### config.mk
export PLATFORM = sky130hd
export DESIGN_NAME = first_fit_rect_packer_unit
export DESIGN_NICKNAME = d
export VERILOG_FILES = /design/src/hdl/ffrp_pkg.sv /design/src/hdl/ffrp_ram.sv /design/src/hdl/ffrp_dp.sv /design/src/hdl/ffrp_ctrl.sv /design/src/hdl/first_fit_rect_packer_unit.sv
export SDC_FILE = /design/constraint.sdc
export NUM_CORES = 2
export LEC_CHECK = 0
export BUFFER_PORTS_ARGS = -buffer_cell sky130_fd_sc_hd__buf_2
export CAP_MARGIN = 20
export CELL_PAD_IN_SITES_DETAIL_PLACEMENT = 0
export CELL_PAD_IN_SITES_GLOBAL_PLACEMENT = 1
export CORE_MARGIN = 2
export CORE_UTILIZATION = 50
export DETAILED_ROUTE_END_ITERATION = 16
export PLACE_DENSITY_LB_ADDON = 0.3
export SYNTH_ARGS = -nofsm -noshare
export SYNTH_HDL_FRONTEND = slang
export SYNTH_SLANG_ARGS = --single-unit
### constraint.sdc
create_clock -name clk_i -period 17.4 [get_ports clk_i]
set_input_delay 0.87 -clock clk_i [delete_from_list [all_inputs] [get_ports clk_i]]
set_output_delay 0.87 -clock clk_i [all_outputs]
set_load 0.01 [all_outputs]
### src/hdl/ffrp_pkg.sv
// ----------------------------------------------------------------------------
// ffrp_pkg
// Shared sizes, codes and controller/datapath bundles of the rectangle packer.
// ----------------------------------------------------------------------------
package ffrp_pkg;

  // Largest atlas side in cells; the occupancy map is MAX_DIM x MAX_DIM.
  localparam int MAX_DIM = 64;
  localparam int IDX_W   = $clog2(MAX_DIM);
  localparam int DIM_W   = $clog2(MAX_DIM + 1);
  localparam int FLD_W   = 7;
  localparam int POS_W   = 6;
  localparam int CMP_W   = ((DIM_W > FLD_W) ? DIM_W : FLD_W) + 1;

  localparam logic [FLD_W-1:0] ATLAS_RESET = 7'd64;

  localparam logic REG_ATLAS_W = 1'b0;
  localparam logic REG_ATLAS_H = 1'b1;

  localparam logic OP_PLACE = 1'b0;
  localparam logic OP_CLEAR = 1'b1;

  typedef struct packed {
    logic accept;     // latch a new request
    logic clear_map;  // drop every row of the map
    logic set_rot;    // switch to the swapped orientation
    logic y_clr;      // restart the scan at the top row
    logic y_inc;      // next candidate row
    logic row_init;   // clear the row union and counters
    logic acc_issue;  // read one row of the rectangle band
    logic x_inc;      // next candidate column
    logic mark_init;  // start marking the found area
    logic mark_rd;    // read a row to be marked
    logic mark_wr;    // write the marked row back
    logic out_load;   // load the result register
    logic out_placed; // placed flag of the result
  } ffrp_cmd_t;

  typedef struct packed {
    logic op_clear;
    logic fits;
    logic acc_last;
    logic win_free;
    logic x_last;
    logic y_last;
    logic rot;
    logic out_free;
  } ffrp_sts_t;

  // Saturates an atlas size to the map side.
  function automatic logic [DIM_W-1:0] clamp_dim(input logic [FLD_W-1:0] v);
    logic [CMP_W-1:0] e;
    e = CMP_W'(v);
    if (e > CMP_W'(MAX_DIM)) begin
      e = CMP_W'(MAX_DIM);
    end
    return e[DIM_W-1:0];
  endfunction

  // Positions are reported modulo 64.
  function automatic logic [POS_W-1:0] to_pos(input logic [DIM_W-1:0] v);
    logic [DIM_W+POS_W-1:0] t;
    t = {{POS_W{1'b0}}, v};
    return t[POS_W-1:0];
  endfunction

endpackage

### src/hdl/ffrp_ram.sv
// ----------------------------------------------------------------------------
// ffrp_ram
// Generic single write port, single read port RAM with registered read data.
// ----------------------------------------------------------------------------
module ffrp_ram #(
  parameter int Width = 8,
  parameter int Depth = 16
) (
  input  logic                     clk_i,
  input  logic                     we_i,
  input  logic [$clog2(Depth)-1:0] waddr_i,
  input  logic [Width-1:0]         wdata_i,
  input  logic                     re_i,
  input  logic [$clog2(Depth)-1:0] raddr_i,
  output logic [Width-1:0]         rdata_o
);

  logic [Width-1:0] mem_q [Depth];
  logic [Width-1:0] rdata_q;

  always_ff @(posedge clk_i) begin
    if (we_i) begin
      mem_q[waddr_i] <= wdata_i;
    end
    if (re_i) begin
      rdata_q <= mem_q[raddr_i];
    end
  end

  assign rdata_o = rdata_q;

endmodule

### src/hdl/ffrp_dp.sv
// ----------------------------------------------------------------------------
// ffrp_dp
// Datapath: atlas registers, occupancy map, scan counters and result register.
// ----------------------------------------------------------------------------
module ffrp_dp import ffrp_pkg::*; (
  input  logic             clk_i,
  input  logic             rst_ni,
  input  logic             cfg_we_i,
  input  logic             cfg_idx_i,
  input  logic [FLD_W-1:0] cfg_wdata_i,
  input  logic             op_i,
  input  logic [FLD_W-1:0] rect_w_i,
  input  logic [FLD_W-1:0] rect_h_i,
  input  ffrp_cmd_t        cmd_i,
  output ffrp_sts_t        sts_o,
  input  logic             out_stall_i,
  output logic             out_valid_o,
  output logic             placed_o,
  output logic             rotated_o,
  output logic [POS_W-1:0] pos_x_o,
  output logic [POS_W-1:0] pos_y_o
);

  logic [FLD_W-1:0]   atlas_w_q, atlas_h_q;
  logic               op_q, rot_q;
  logic [FLD_W-1:0]   req_w_q, req_h_q;
  logic [DIM_W-1:0]   x_q, y_q, r_q;
  logic [MAX_DIM-1:0] union_q;
  logic [MAX_DIM-1:0] row_vld_q;
  logic               vld_rd_q, acc_v_q;
  logic               out_valid_q, placed_q, rotated_q;
  logic [POS_W-1:0]   pos_x_q, pos_y_q;

  logic [DIM_W-1:0]   atlas_wc, atlas_hc, cw, ch, row_sum;
  logic [FLD_W-1:0]   sel_w, sel_h;
  logic [IDX_W-1:0]   row_addr;
  logic [MAX_DIM-1:0] rdata, rd_row, low_mask, win;
  logic               out_free;

  assign atlas_wc = clamp_dim(atlas_w_q);
  assign atlas_hc = clamp_dim(atlas_h_q);
  assign sel_w    = rot_q ? req_h_q : req_w_q;
  assign sel_h    = rot_q ? req_w_q : req_h_q;
  assign cw       = DIM_W'(sel_w);
  assign ch       = DIM_W'(sel_h);

  assign row_sum  = y_q + r_q;
  assign row_addr = row_sum[IDX_W-1:0];
  // A row that was never written since the last clear reads as all free.
  assign rd_row   = vld_rd_q ? rdata : '0;
  assign low_mask = {MAX_DIM{1'b1}} >> (DIM_W'(MAX_DIM) - cw);
  assign win      = (union_q >> x_q) & low_mask;
  assign out_free = !out_valid_q || !out_stall_i;

  ffrp_ram #(
    .Width(MAX_DIM),
    .Depth(MAX_DIM)
  ) u_map (
    .clk_i  (clk_i),
    .we_i   (cmd_i.mark_wr),
    .waddr_i(row_addr),
    .wdata_i(rd_row | (low_mask << x_q)),
    .re_i   (cmd_i.acc_issue || cmd_i.mark_rd),
    .raddr_i(row_addr),
    .rdata_o(rdata)
  );

  always_comb begin
    sts_o.op_clear = (op_q == OP_CLEAR);
    sts_o.fits     = (sel_w != '0) && (sel_h != '0)
                     && (CMP_W'(sel_w) <= CMP_W'(atlas_wc))
                     && (CMP_W'(sel_h) <= CMP_W'(atlas_hc));
    sts_o.acc_last = (r_q == ch - DIM_W'(1));
    sts_o.win_free = (win == '0);
    sts_o.x_last   = (x_q == atlas_wc - cw);
    sts_o.y_last   = (y_q == atlas_hc - ch);
    sts_o.rot      = rot_q;
    sts_o.out_free = out_free;
  end

  always_ff @(posedge clk_i or negedge rst_ni) begin
    if (!rst_ni) begin
      atlas_w_q   <= ATLAS_RESET;
      atlas_h_q   <= ATLAS_RESET;
      row_vld_q   <= '0;
      acc_v_q     <= 1'b0;
      out_valid_q <= 1'b0;
    end else begin
      if (cfg_we_i) begin
        unique case (cfg_idx_i)
          REG_ATLAS_W: atlas_w_q <= cfg_wdata_i;
          REG_ATLAS_H: atlas_h_q <= cfg_wdata_i;
          default: ;
        endcase
      end
      if (cmd_i.clear_map) begin
        row_vld_q <= '0;
      end else if (cmd_i.mark_wr) begin
        row_vld_q[row_addr] <= 1'b1;
      end
      acc_v_q <= cmd_i.acc_issue;
      if (cmd_i.out_load) begin
        out_valid_q <= 1'b1;
      end else if (!out_stall_i) begin
        out_valid_q <= 1'b0;
      end
    end
  end

  // Payload registers.
  always_ff @(posedge clk_i) begin
    if (cmd_i.accept) begin
      op_q    <= op_i;
      req_w_q <= rect_w_i;
      req_h_q <= rect_h_i;
      rot_q   <= 1'b0;
    end else if (cmd_i.set_rot) begin
      rot_q   <= 1'b1;
    end
    if (cmd_i.acc_issue || cmd_i.mark_rd) begin
      vld_rd_q <= row_vld_q[row_addr];
    end
    if (cmd_i.y_clr) begin
      y_q <= '0;
    end else if (cmd_i.y_inc) begin
      y_q <= y_q + DIM_W'(1);
    end
    if (cmd_i.row_init) begin
      x_q <= '0;
    end else if (cmd_i.x_inc) begin
      x_q <= x_q + DIM_W'(1);
    end
    if (cmd_i.row_init || cmd_i.mark_init) begin
      r_q <= '0;
    end else if (cmd_i.acc_issue || cmd_i.mark_wr) begin
      r_q <= r_q + DIM_W'(1);
    end
    // Read data is registered and lands in the cycle after the read, so the union trails the reads.
    if (cmd_i.row_init) begin
      union_q <= '0;
    end else if (acc_v_q) begin
      union_q <= union_q | rd_row;
    end
    if (cmd_i.out_load) begin
      placed_q  <= cmd_i.out_placed;
      rotated_q <= cmd_i.out_placed && rot_q;
      pos_x_q   <= cmd_i.out_placed ? to_pos(x_q) : '0;
      pos_y_q   <= cmd_i.out_placed ? to_pos(y_q) : '0;
    end
  end

  assign out_valid_o = out_valid_q;
  assign placed_o    = placed_q;
  assign rotated_o   = rotated_q;
  assign pos_x_o     = pos_x_q;
  assign pos_y_o     = pos_y_q;

endmodule

### src/hdl/ffrp_ctrl.sv
// ----------------------------------------------------------------------------
// ffrp_ctrl
// Controller: sequences the band reads, window tests, marking and result.
// ----------------------------------------------------------------------------
module ffrp_ctrl import ffrp_pkg::*; (
  input  logic      clk_i,
  input  logic      rst_ni,
  input  logic      in_valid_i,
  output logic      in_stall_o,
  input  ffrp_sts_t sts_i,
  output ffrp_cmd_t cmd_o
);

  typedef enum logic [3:0] {
    ST_IDLE,
    ST_DECODE,
    ST_SETUP,
    ST_ROW,
    ST_ACC,
    ST_ACC_WAIT,
    ST_SCAN,
    ST_MARK_RD,
    ST_MARK_WR,
    ST_RESULT
  } state_e;

  state_e state_q, state_d;
  logic   hit_q, hit_d;

  always_comb begin
    state_d = state_q;
    hit_d   = hit_q;
    cmd_o   = '0;
    unique case (state_q)
      ST_IDLE: begin
        if (in_valid_i) begin
          cmd_o.accept = 1'b1;
          state_d      = ST_DECODE;
        end
      end
      ST_DECODE: begin
        if (sts_i.op_clear) begin
          cmd_o.clear_map = 1'b1;
          hit_d           = 1'b0;
          state_d         = ST_RESULT;
        end else begin
          state_d = ST_SETUP;
        end
      end
      ST_SETUP: begin
        if (sts_i.fits) begin
          cmd_o.y_clr = 1'b1;
          state_d     = ST_ROW;
        end else if (!sts_i.rot) begin
          cmd_o.set_rot = 1'b1;
        end else begin
          hit_d   = 1'b0;
          state_d = ST_RESULT;
        end
      end
      ST_ROW: begin
        cmd_o.row_init = 1'b1;
        state_d        = ST_ACC;
      end
      ST_ACC: begin
        cmd_o.acc_issue = 1'b1;
        if (sts_i.acc_last) begin
          state_d = ST_ACC_WAIT;
        end
      end
      ST_ACC_WAIT: begin
        state_d = ST_SCAN;
      end
      ST_SCAN: begin
        if (sts_i.win_free) begin
          cmd_o.mark_init = 1'b1;
          state_d         = ST_MARK_RD;
        end else if (!sts_i.x_last) begin
          cmd_o.x_inc = 1'b1;
        end else if (!sts_i.y_last) begin
          cmd_o.y_inc = 1'b1;
          state_d     = ST_ROW;
        end else if (!sts_i.rot) begin
          cmd_o.set_rot = 1'b1;
          state_d       = ST_SETUP;
        end else begin
          hit_d   = 1'b0;
          state_d = ST_RESULT;
        end
      end
      ST_MARK_RD: begin
        cmd_o.mark_rd = 1'b1;
        state_d       = ST_MARK_WR;
      end
      ST_MARK_WR: begin
        cmd_o.mark_wr = 1'b1;
        if (sts_i.acc_last) begin
          hit_d   = 1'b1;
          state_d = ST_RESULT;
        end else begin
          state_d = ST_MARK_RD;
        end
      end
      ST_RESULT: begin
        if (sts_i.out_free) begin
          cmd_o.out_load   = 1'b1;
          cmd_o.out_placed = hit_q;
          state_d          = ST_IDLE;
        end
      end
      default: state_d = ST_IDLE;
    endcase
  end

  always_ff @(posedge clk_i or negedge rst_ni) begin
    if (!rst_ni) begin
      state_q <= ST_IDLE;
      hit_q   <= 1'b0;
    end else begin
      state_q <= state_d;
      hit_q   <= hit_d;
    end
  end

  assign in_stall_o = (state_q != ST_IDLE);

endmodule

### src/hdl/first_fit_rect_packer_unit.sv
// ----------------------------------------------------------------------------
// first_fit_rect_packer_unit
// First-fit rectangle packer over a row-organized occupancy bitmap.
// ----------------------------------------------------------------------------
//  Channel  Direction  Handshake               Payload
//  in       input      in_valid_i/in_stall_o    op_i, rect_w_i, rect_h_i
//  out      output     out_valid_o/out_stall_i  placed_o, rotated_o, pos_x_o, pos_y_o
//  cfg      input      cfg_we_i                 cfg_idx_i, cfg_wdata_i
//
// One request is in work at a time. A clear drops the per-row valid flags
// and goes straight to the result. A placement reads and merges each
// candidate band of h map rows through the single RAM read port, tests the
// columns one at a time and marks the found area, reading and writing each row.
// Reset clears the per-row valid flags at once, so no clearing pass is needed.
// A stalled result stays in the output register while the next request runs.
// ----------------------------------------------------------------------------
module first_fit_rect_packer_unit import ffrp_pkg::*; (
  input  logic             clk_i,
  input  logic             rst_ni,
  input  logic             cfg_we_i,
  input  logic             cfg_idx_i,
  input  logic [FLD_W-1:0] cfg_wdata_i,
  input  logic             in_valid_i,
  output logic             in_stall_o,
  input  logic             op_i,
  input  logic [FLD_W-1:0] rect_w_i,
  input  logic [FLD_W-1:0] rect_h_i,
  output logic             out_valid_o,
  input  logic             out_stall_i,
  output logic             placed_o,
  output logic             rotated_o,
  output logic [POS_W-1:0] pos_x_o,
  output logic [POS_W-1:0] pos_y_o
);

  ffrp_cmd_t cmd;
  ffrp_sts_t sts;

  ffrp_ctrl u_ctrl (
    .clk_i     (clk_i),
    .rst_ni    (rst_ni),
    .in_valid_i(in_valid_i),
    .in_stall_o(in_stall_o),
    .sts_i     (sts),
    .cmd_o     (cmd)
  );

  ffrp_dp u_dp (
    .clk_i      (clk_i),
    .rst_ni     (rst_ni),
    .cfg_we_i   (cfg_we_i),
    .cfg_idx_i  (cfg_idx_i),
    .cfg_wdata_i(cfg_wdata_i),
    .op_i       (op_i),
    .rect_w_i   (rect_w_i),
    .rect_h_i   (rect_h_i),
    .cmd_i      (cmd),
    .sts_o      (sts),
    .out_stall_i(out_stall_i),
    .out_valid_o(out_valid_o),
    .placed_o   (placed_o),
    .rotated_o  (rotated_o),
    .pos_x_o    (pos_x_o),
    .pos_y_o    (pos_y_o)
  );

endmodule

# Word-level counts from Yosys, hierarchy flattened
# Memory sizes are Yosys's and may differ from the RTL's. A register that Yosys moved wholly into a read port is not among the register bits.
# Index checks and enable logic that the tools add are counted.
# word_totals
reg_bits	201
ram_bits	4096
inputBits	28
out_inout_bits	16
wordCells	150
mem_count	1
# mem_list
name	depth	word_bits	rd	rd_clocked_by_memory_dff	wr	line	source
u_dp.u_map.mem_q	64	64	1	1	1	ffrp_ram.sv:18	logic [Width-1:0] mem_q [Depth];
# classes
n_addsub	8
magnitude_cmp	6
n_eq_ne	24
shifts	3
n_mux	61
bitwise	5
reduce_logical	22
# op_table
op	n
two-way mux 64 bit	3
bitwise OR 64 bit	3
bitwise AND 64 bit	1
zero test 64 bit	1
<< shifter 64 x 7 -> 64 bit	1
right shift 64 x 7 -> 64 bit	1
right shift 64 x 7 -> 64 bit (first input constant)	1
two-way mux 4 bit	11
case mux 4 bit (10 select lines)	1
two-way mux 1 bit	35
two-way mux 7 bit	4
adder 7 x 1 -> 7 bit (second input constant)	3
equality test 7 bit	3
equality test 4 x 3 -> 1 bit (second input constant)	4
> comparator 7 bit (second input constant)	2
<= comparator 7 bit	2
nonzero test 7 bit	2
subtractor 7 bit	2
!= test 2 x 1 -> 1 bit (second input constant)	5
!= test 2 bit (second input constant)	5
equality test 4 x 2 -> 1 bit (second input constant)	2
equality test 4 bit (second input constant)	2
nonzero test 4 bit	2
less-than comparator 6 x 7 -> 1 bit (second input constant)	1
20 further kinds	32

# Depth between registers and ports, before layout
# logic_depth
word_depth	8
mapped_depth	20
mapped_depth_nobuf	16

# By module
# Synthesis repeated with hierarchy kept, for this count alone.
# unflattened
hier_cells	8821
hier_area_um2	175851.2
# modules_own_cells
module	instances	cells_each	area_each_um2	seq_area_each_um2
ffrp_ram	1	6598	156989.3	124919.8
ffrp_dp	1	2144	18280.0	4626.9
ffrp_ctrl	1	79	581.8	125.1

# Least setup slack after synthesis
# Ideal clock, no wire load.
# synth_timing
path_type	register -> register
from	reg u_dp.rot_q
to	mem u_dp.u_map.mem_q[0][51] (netlist name) (data pin)
setup_time_ns	0.702
t_arrival_ns	6.736
required_ns	16.698
setup_slack_ns	9.963
path_stages_with_launch	19
n_path_buf	7
period_less_slack_ns	7.437
path_cell_list	dfxtp_1 > buf_6 > buf_2 > clkbuf_1 > mux2i_1 > ha_1 > nor4b_2 > nor3_1 > nor2_1 > buf_2 > buf_2 > buf_1 > clkbuf_1 > o21ai_0 > o21ai_0 > o21a_1 > o21ai_0 > mux4_2 > o21ai_0
# synth_between
elab_chain_cells	5
# synth_lines
item	line	source
start: declaration	ffrp_dp.sv:25	logic op_q, rot_q;
start signal: assignment	ffrp_dp.sv:116	rot_q <= 1'b0;
start signal: assignment	ffrp_dp.sv:118	rot_q <= 1'b1;
two-way mux 7 bit	ffrp_dp.sv:42	assign sel_w = rot_q ? req_h_q : req_w_q;
subtractor 7 bit	ffrp_dp.sv:51	assign low_mask = {MAX_DIM{1'b1}} >> (DIM_W'(MAX_DIM) - cw);
right shift 64 x 7 -> 64 bit	ffrp_dp.sv:51	
<< shifter 64 x 7 -> 64 bit	ffrp_dp.sv:62	.wdata_i(rd_row | (low_mask << x_q)),
bitwise OR 64 bit	ffrp_dp.sv:62	
via u_dp.u_map.wdata_i[51]	ffrp_ram.sv:12	input logic [Width-1:0] wdata_i,
end: declaration	ffrp_ram.sv:18	
# The timed path passes the listed nets, and every way through them passes these cells.

# Worst setup path in the final report
# layout_timing
from	reg u_dp.rot_q
to	mem u_dp.u_map.mem_q[42][23] (netlist name) (data pin)
# Same word-level chain as after synthesis.

==> flow_metrics.py <==
metrics = {
    "logic_synthesis": {
        "netlist.area_leader.share_pct": 75.27,
        "async_flop_share_pct": 1.949,
        "ys_warn_count": 0,
        "synth_xor_xnor_area_share_pct": 0.2612,
        "syn-num-nets": 9889,
        "synth.distinct_cells": 93,
        "yosys-top-cells-count": "edfxtp_1 (4,190), a22oi_1 (1,400), clkbuf_1 (577)",
        "synth-simple-area-share_pct": 3.376,
        "synth_seq_area_share_pct": 77.57,
        "yosysMostFrequentCell": "edfxtp_1",
        "syn_avg_cell_area_um2": 17.01,
        "synth_area_leaders": "edfxtp_1 (75%), a22oi_1 (6.3%), a22o_1 (1.9%)",
        "synth_mux_area_share_pct": 2.319,
        "synth-edff-count": 4190,
        "synth_flop_cell": "edfxtp_1",
        "ys_ff_latch": 4361,
        "yosys.area.top_type": "edfxtp_1",
        "syn_area_um2": 167200,
        "synthAdderAreaFrac_pct": 0.2575,
        "synth_compound_area_share_pct": 14.49,
        "synth_top_family_by_area": "compound AO/OA/AOI/OAI gates",
        "synth_cells": 9830,
    },
    "floorplanning": {
        "io_pins": 44,
        "start_util_pct": 50.18,
        "die_w_um": 582.2,
        "rows": 212,
        "die_area_um2": 339000,
        "die_h_um": 582.2,
        "core-area_um2": 333200,
    },
    "drt": {
        "ant_nets": 0,
        "first_iter_violations": 19650,
        "avgViaCountPerCell": 7.287,
        "wl_mm": 602.8,
        "drc": 0,
        "wl_per_cell_um": 40.95,
        "drtPass1Iterations": 8,
        "num_vias": 107300,
    },
    "global_route": {
        "grt_first_pass_wirelength_mm": 817.3,
        "grt_max_degree": 122,
        "grt_usage_pct": 34.62,
        "grt_antenna_before_repair": 20,
        "grt.overflow.total": 0,
        "grt_pass1_vias": 99630,
    },
    "worst_setup_path": {
        "crit_fanout": 64,
        "cp_cell_sequence": "buf_4 > mux2i_1 > ha_1 > inv_1 > ha_1 > nor2b_1 > a311oi_1 > and2_1 > nor2_1 > mux4_2 > o21ai_0 > mux2i_1 > o22ai_1 > a22o_2",
        "path_buf_inv": 2,
        "crit_required_ns": 18.04,
        "critPathMaxStageDelay_ns": 0.96,
        "cp_top_family": "compound AO/OA/AOI/OAI gates",
        "r2r.worst_path.cells": 14,
        "crit_cells": 14,
        "end_kind": "register",
        "crit_arrival_ns": 7.64,
        "critical-path-slowest-cell": "ha_1",
        "cp-start-kind": "register",
        "worstSetupPathType": "reg2reg",
    },
    "clocking": {
        "cts.reportedPaths.clkPinSlew_ns": 0.06,
        "cts.sinks": 4361,
        "htree_levels": 5,
        "hold_buffers": 1,
        "cts_buffers": 424,
        "post_cts_buffers": 0,
        "clk_latency_ns": 1.00,
        "cts_resized": 0,
        "cts.path.max_buffers": 4,
        "root_buffer": "clkbuf_16",
        "tritoncts": "done",
    },
    "pwr": {
        "leakage_nw": 58.19,
        "cellPowerDensity_nw_per_um2": 177.7,
        "p_seq_share_pct": 43.8,
        "p_switching_mw": 11.73,
        "max-vdd-ir-drop_uv": 182.3,
        "power.total_mw": 33.44,
        "switching_share_pct": 35.09,
        "internal-power_mw": 21.71,
        "combPwrFrac_pct": 29.7,
        "clockPowerShare_pct": 26.5,
    },
    "final_layout": {
        "fin_cells": 14720,
        "fin_area_um2": 188200,
        "area_growth_pct": 12.56,
        "drive_gt1_share_pct": 13.01,
        "fin_nets": 10030,
    },
    "timing": {
        "skew_ns": 0.05321,
        "tightestPinTransition_ns": 1.534,
        "relSlewSlack_pct": -2.263,
        "holdWs_ns": 0.07374,
        "finalCritPeriodShare_pct": 40.25,
        "fin_tns_setup_ns": 0,
        "rsz0062_at_grt": "false",
        "fin_crit_ns": 7.003,
        "clock.fmax_mhz": 142.8,
        "hold_viol_final": 0,
        "finalSetupViolCount": 0,
        "slew_viol_final": 4,
    },
    "status": {
        "status": "finished, violations left",
        "violations": "slew limit",
    },
    "place": {
        "gp_congestion": 0.9902,
        "io_buffers": 43,
        "placed_cell_area_um2": 174600,
        "dp_hpwl_mm": 317.2,
        "dp_cells": 13910,
    },
    "min_path": {
        "hold_class": "in2reg",
        "worst_hold_path.num_cells": 1,
    },
    "run": {
        "maxCapViolCount": 0,
    },
}
## final timing paths
check / start / end / slack [ns]
max in group asynchronous: rst_ni / u_dp.row_vld_q[58] / 15.78
max: u_dp.rot_q / u_dp.u_map.mem_q[42][23] / 10.40
min: rect_h_i[1] / u_dp.req_h_q[1] / 0.07
min in group asynchronous: rst_ni / u_dp.atlas_w_q[5] / 0.38
max reg2reg: u_dp.rot_q / u_dp.u_map.mem_q[42][23] / 10.40
min reg2reg: u_dp.row_vld_q[51] / u_dp.row_vld_q[51] / 0.49
## stage by stage
stage	util [%]	setup slack (ns)
finish	56.48	10.40
floorplan	-	9.963
CTS	56.38	10.66
detailed placement	52.40	10.64
global placement	52.34	10.72
global route	56.47	10.12
## layout make-up
| type | instances | area (µm²) |
|---|---|---|
| sequential | 4361 | 129700 |
| multi-input combinational | 4735 | 35940 |
| tap | 4387 | 5489 |
| clock inverter | 236 | 2019 |
| clock buffer | 543 | 11220 |
| inverter | 30 | 112.6 |
| antenna | 12 | 30.03 |
| timing repair buffer | 417 | 3666 |
| fill | 24980 | 145000 |
## state kept, by name (all words and copies together) (netlist names)
signal,flops
u_dp.atlas_w_q,7
u_dp.req_h_q,7
u_dp.y_q,7
u_dp.op_q,1
u_ctrl.hit_q,1
u_dp.u_map.mem_q,4096
u_dp.pos_x_o,6
u_dp.r_q,7
u_dp.acc_v_q,1
u_dp.row_vld_q,64
u_dp.placed_o,1
u_dp.u_map.rdata_o,64
u_dp.x_q,7
u_ctrl.state_q,4
u_dp.atlas_h_q,7
u_dp.rotated_o,1
u_dp.rot_q,1
u_dp.pos_y_o,6
u_dp.union_q,64
u_dp.req_w_q,7
u_dp.out_valid_o,1
u_dp.vld_rd_q,1
## power groups by stage
stage / combinational [mW] / sequential (mW) / clock (mW)
floorplan: 5.61 / 14.8 / 0
global placement: 9.29 / 14.8 / 0
detailed placement: 9.48 / 14.8 / 0
CTS: 9.51 / 14.6 / 8.88
global route: 10.4 / 14.6 / 9.27
finish: 9.94 / 14.6 / 8.86
## kinds of logic (layout without fill, tap and decap cells)
group           count (synthesis)  count (layout)
compound gates               3264            3264
xor+xnor                       49              49
fa+ha+maj                      33              33
buf+inv                       734            1226
flops                        4361            4361
mux                           278             278
other cells                     0              12
simple gates                 1111            1111
## layout by cell type (no fill, tap or decap), drive strengths merged, types with 14 or more instances in the layout
| cell type | instances |
|---|---|
| a211oi | 32 |
| a21o | 17 |
| a21oi | 271 |
| a221oi | 360 |
| a22o | 370 |
| a22oi | 1400 |
| a31oi | 289 |
| a32oi | 14 |
| and2 | 30 |
| and3 | 15 |
| buf | 414 |
| bufinv | 24 |
| clkbuf | 544 |
| clkinv | 184 |
| dfrtp | 83 |
| dfxtp | 86 |
| edfxtp | 4190 |
| ha | 28 |
| inv | 51 |
| mux2 | 80 |
| mux2i | 121 |
| mux4 | 77 |
| nand2 | 190 |
| nand2b | 24 |
| nand3 | 93 |
| nand4 | 280 |
| nor2 | 291 |
| nor2b | 27 |
| nor3 | 51 |
| nor4 | 63 |
| o211ai | 107 |
| o21a | 74 |
| o21ai | 144 |
| o221ai | 19 |
| o22ai | 35 |
| o31ai | 18 |
| xnor2 | 33 |
| xor2 | 16 |
## layer usage
metal / GRT usage [%] / routed length (µm)
met1: 48.68 / 223400
met2: 50.74 / 263400
met3: 9.311 / 85150
met4: 15.49 / 30600
met5: 0.2410 / 174
Note: power is estimated with default switching activity, not from simulation.
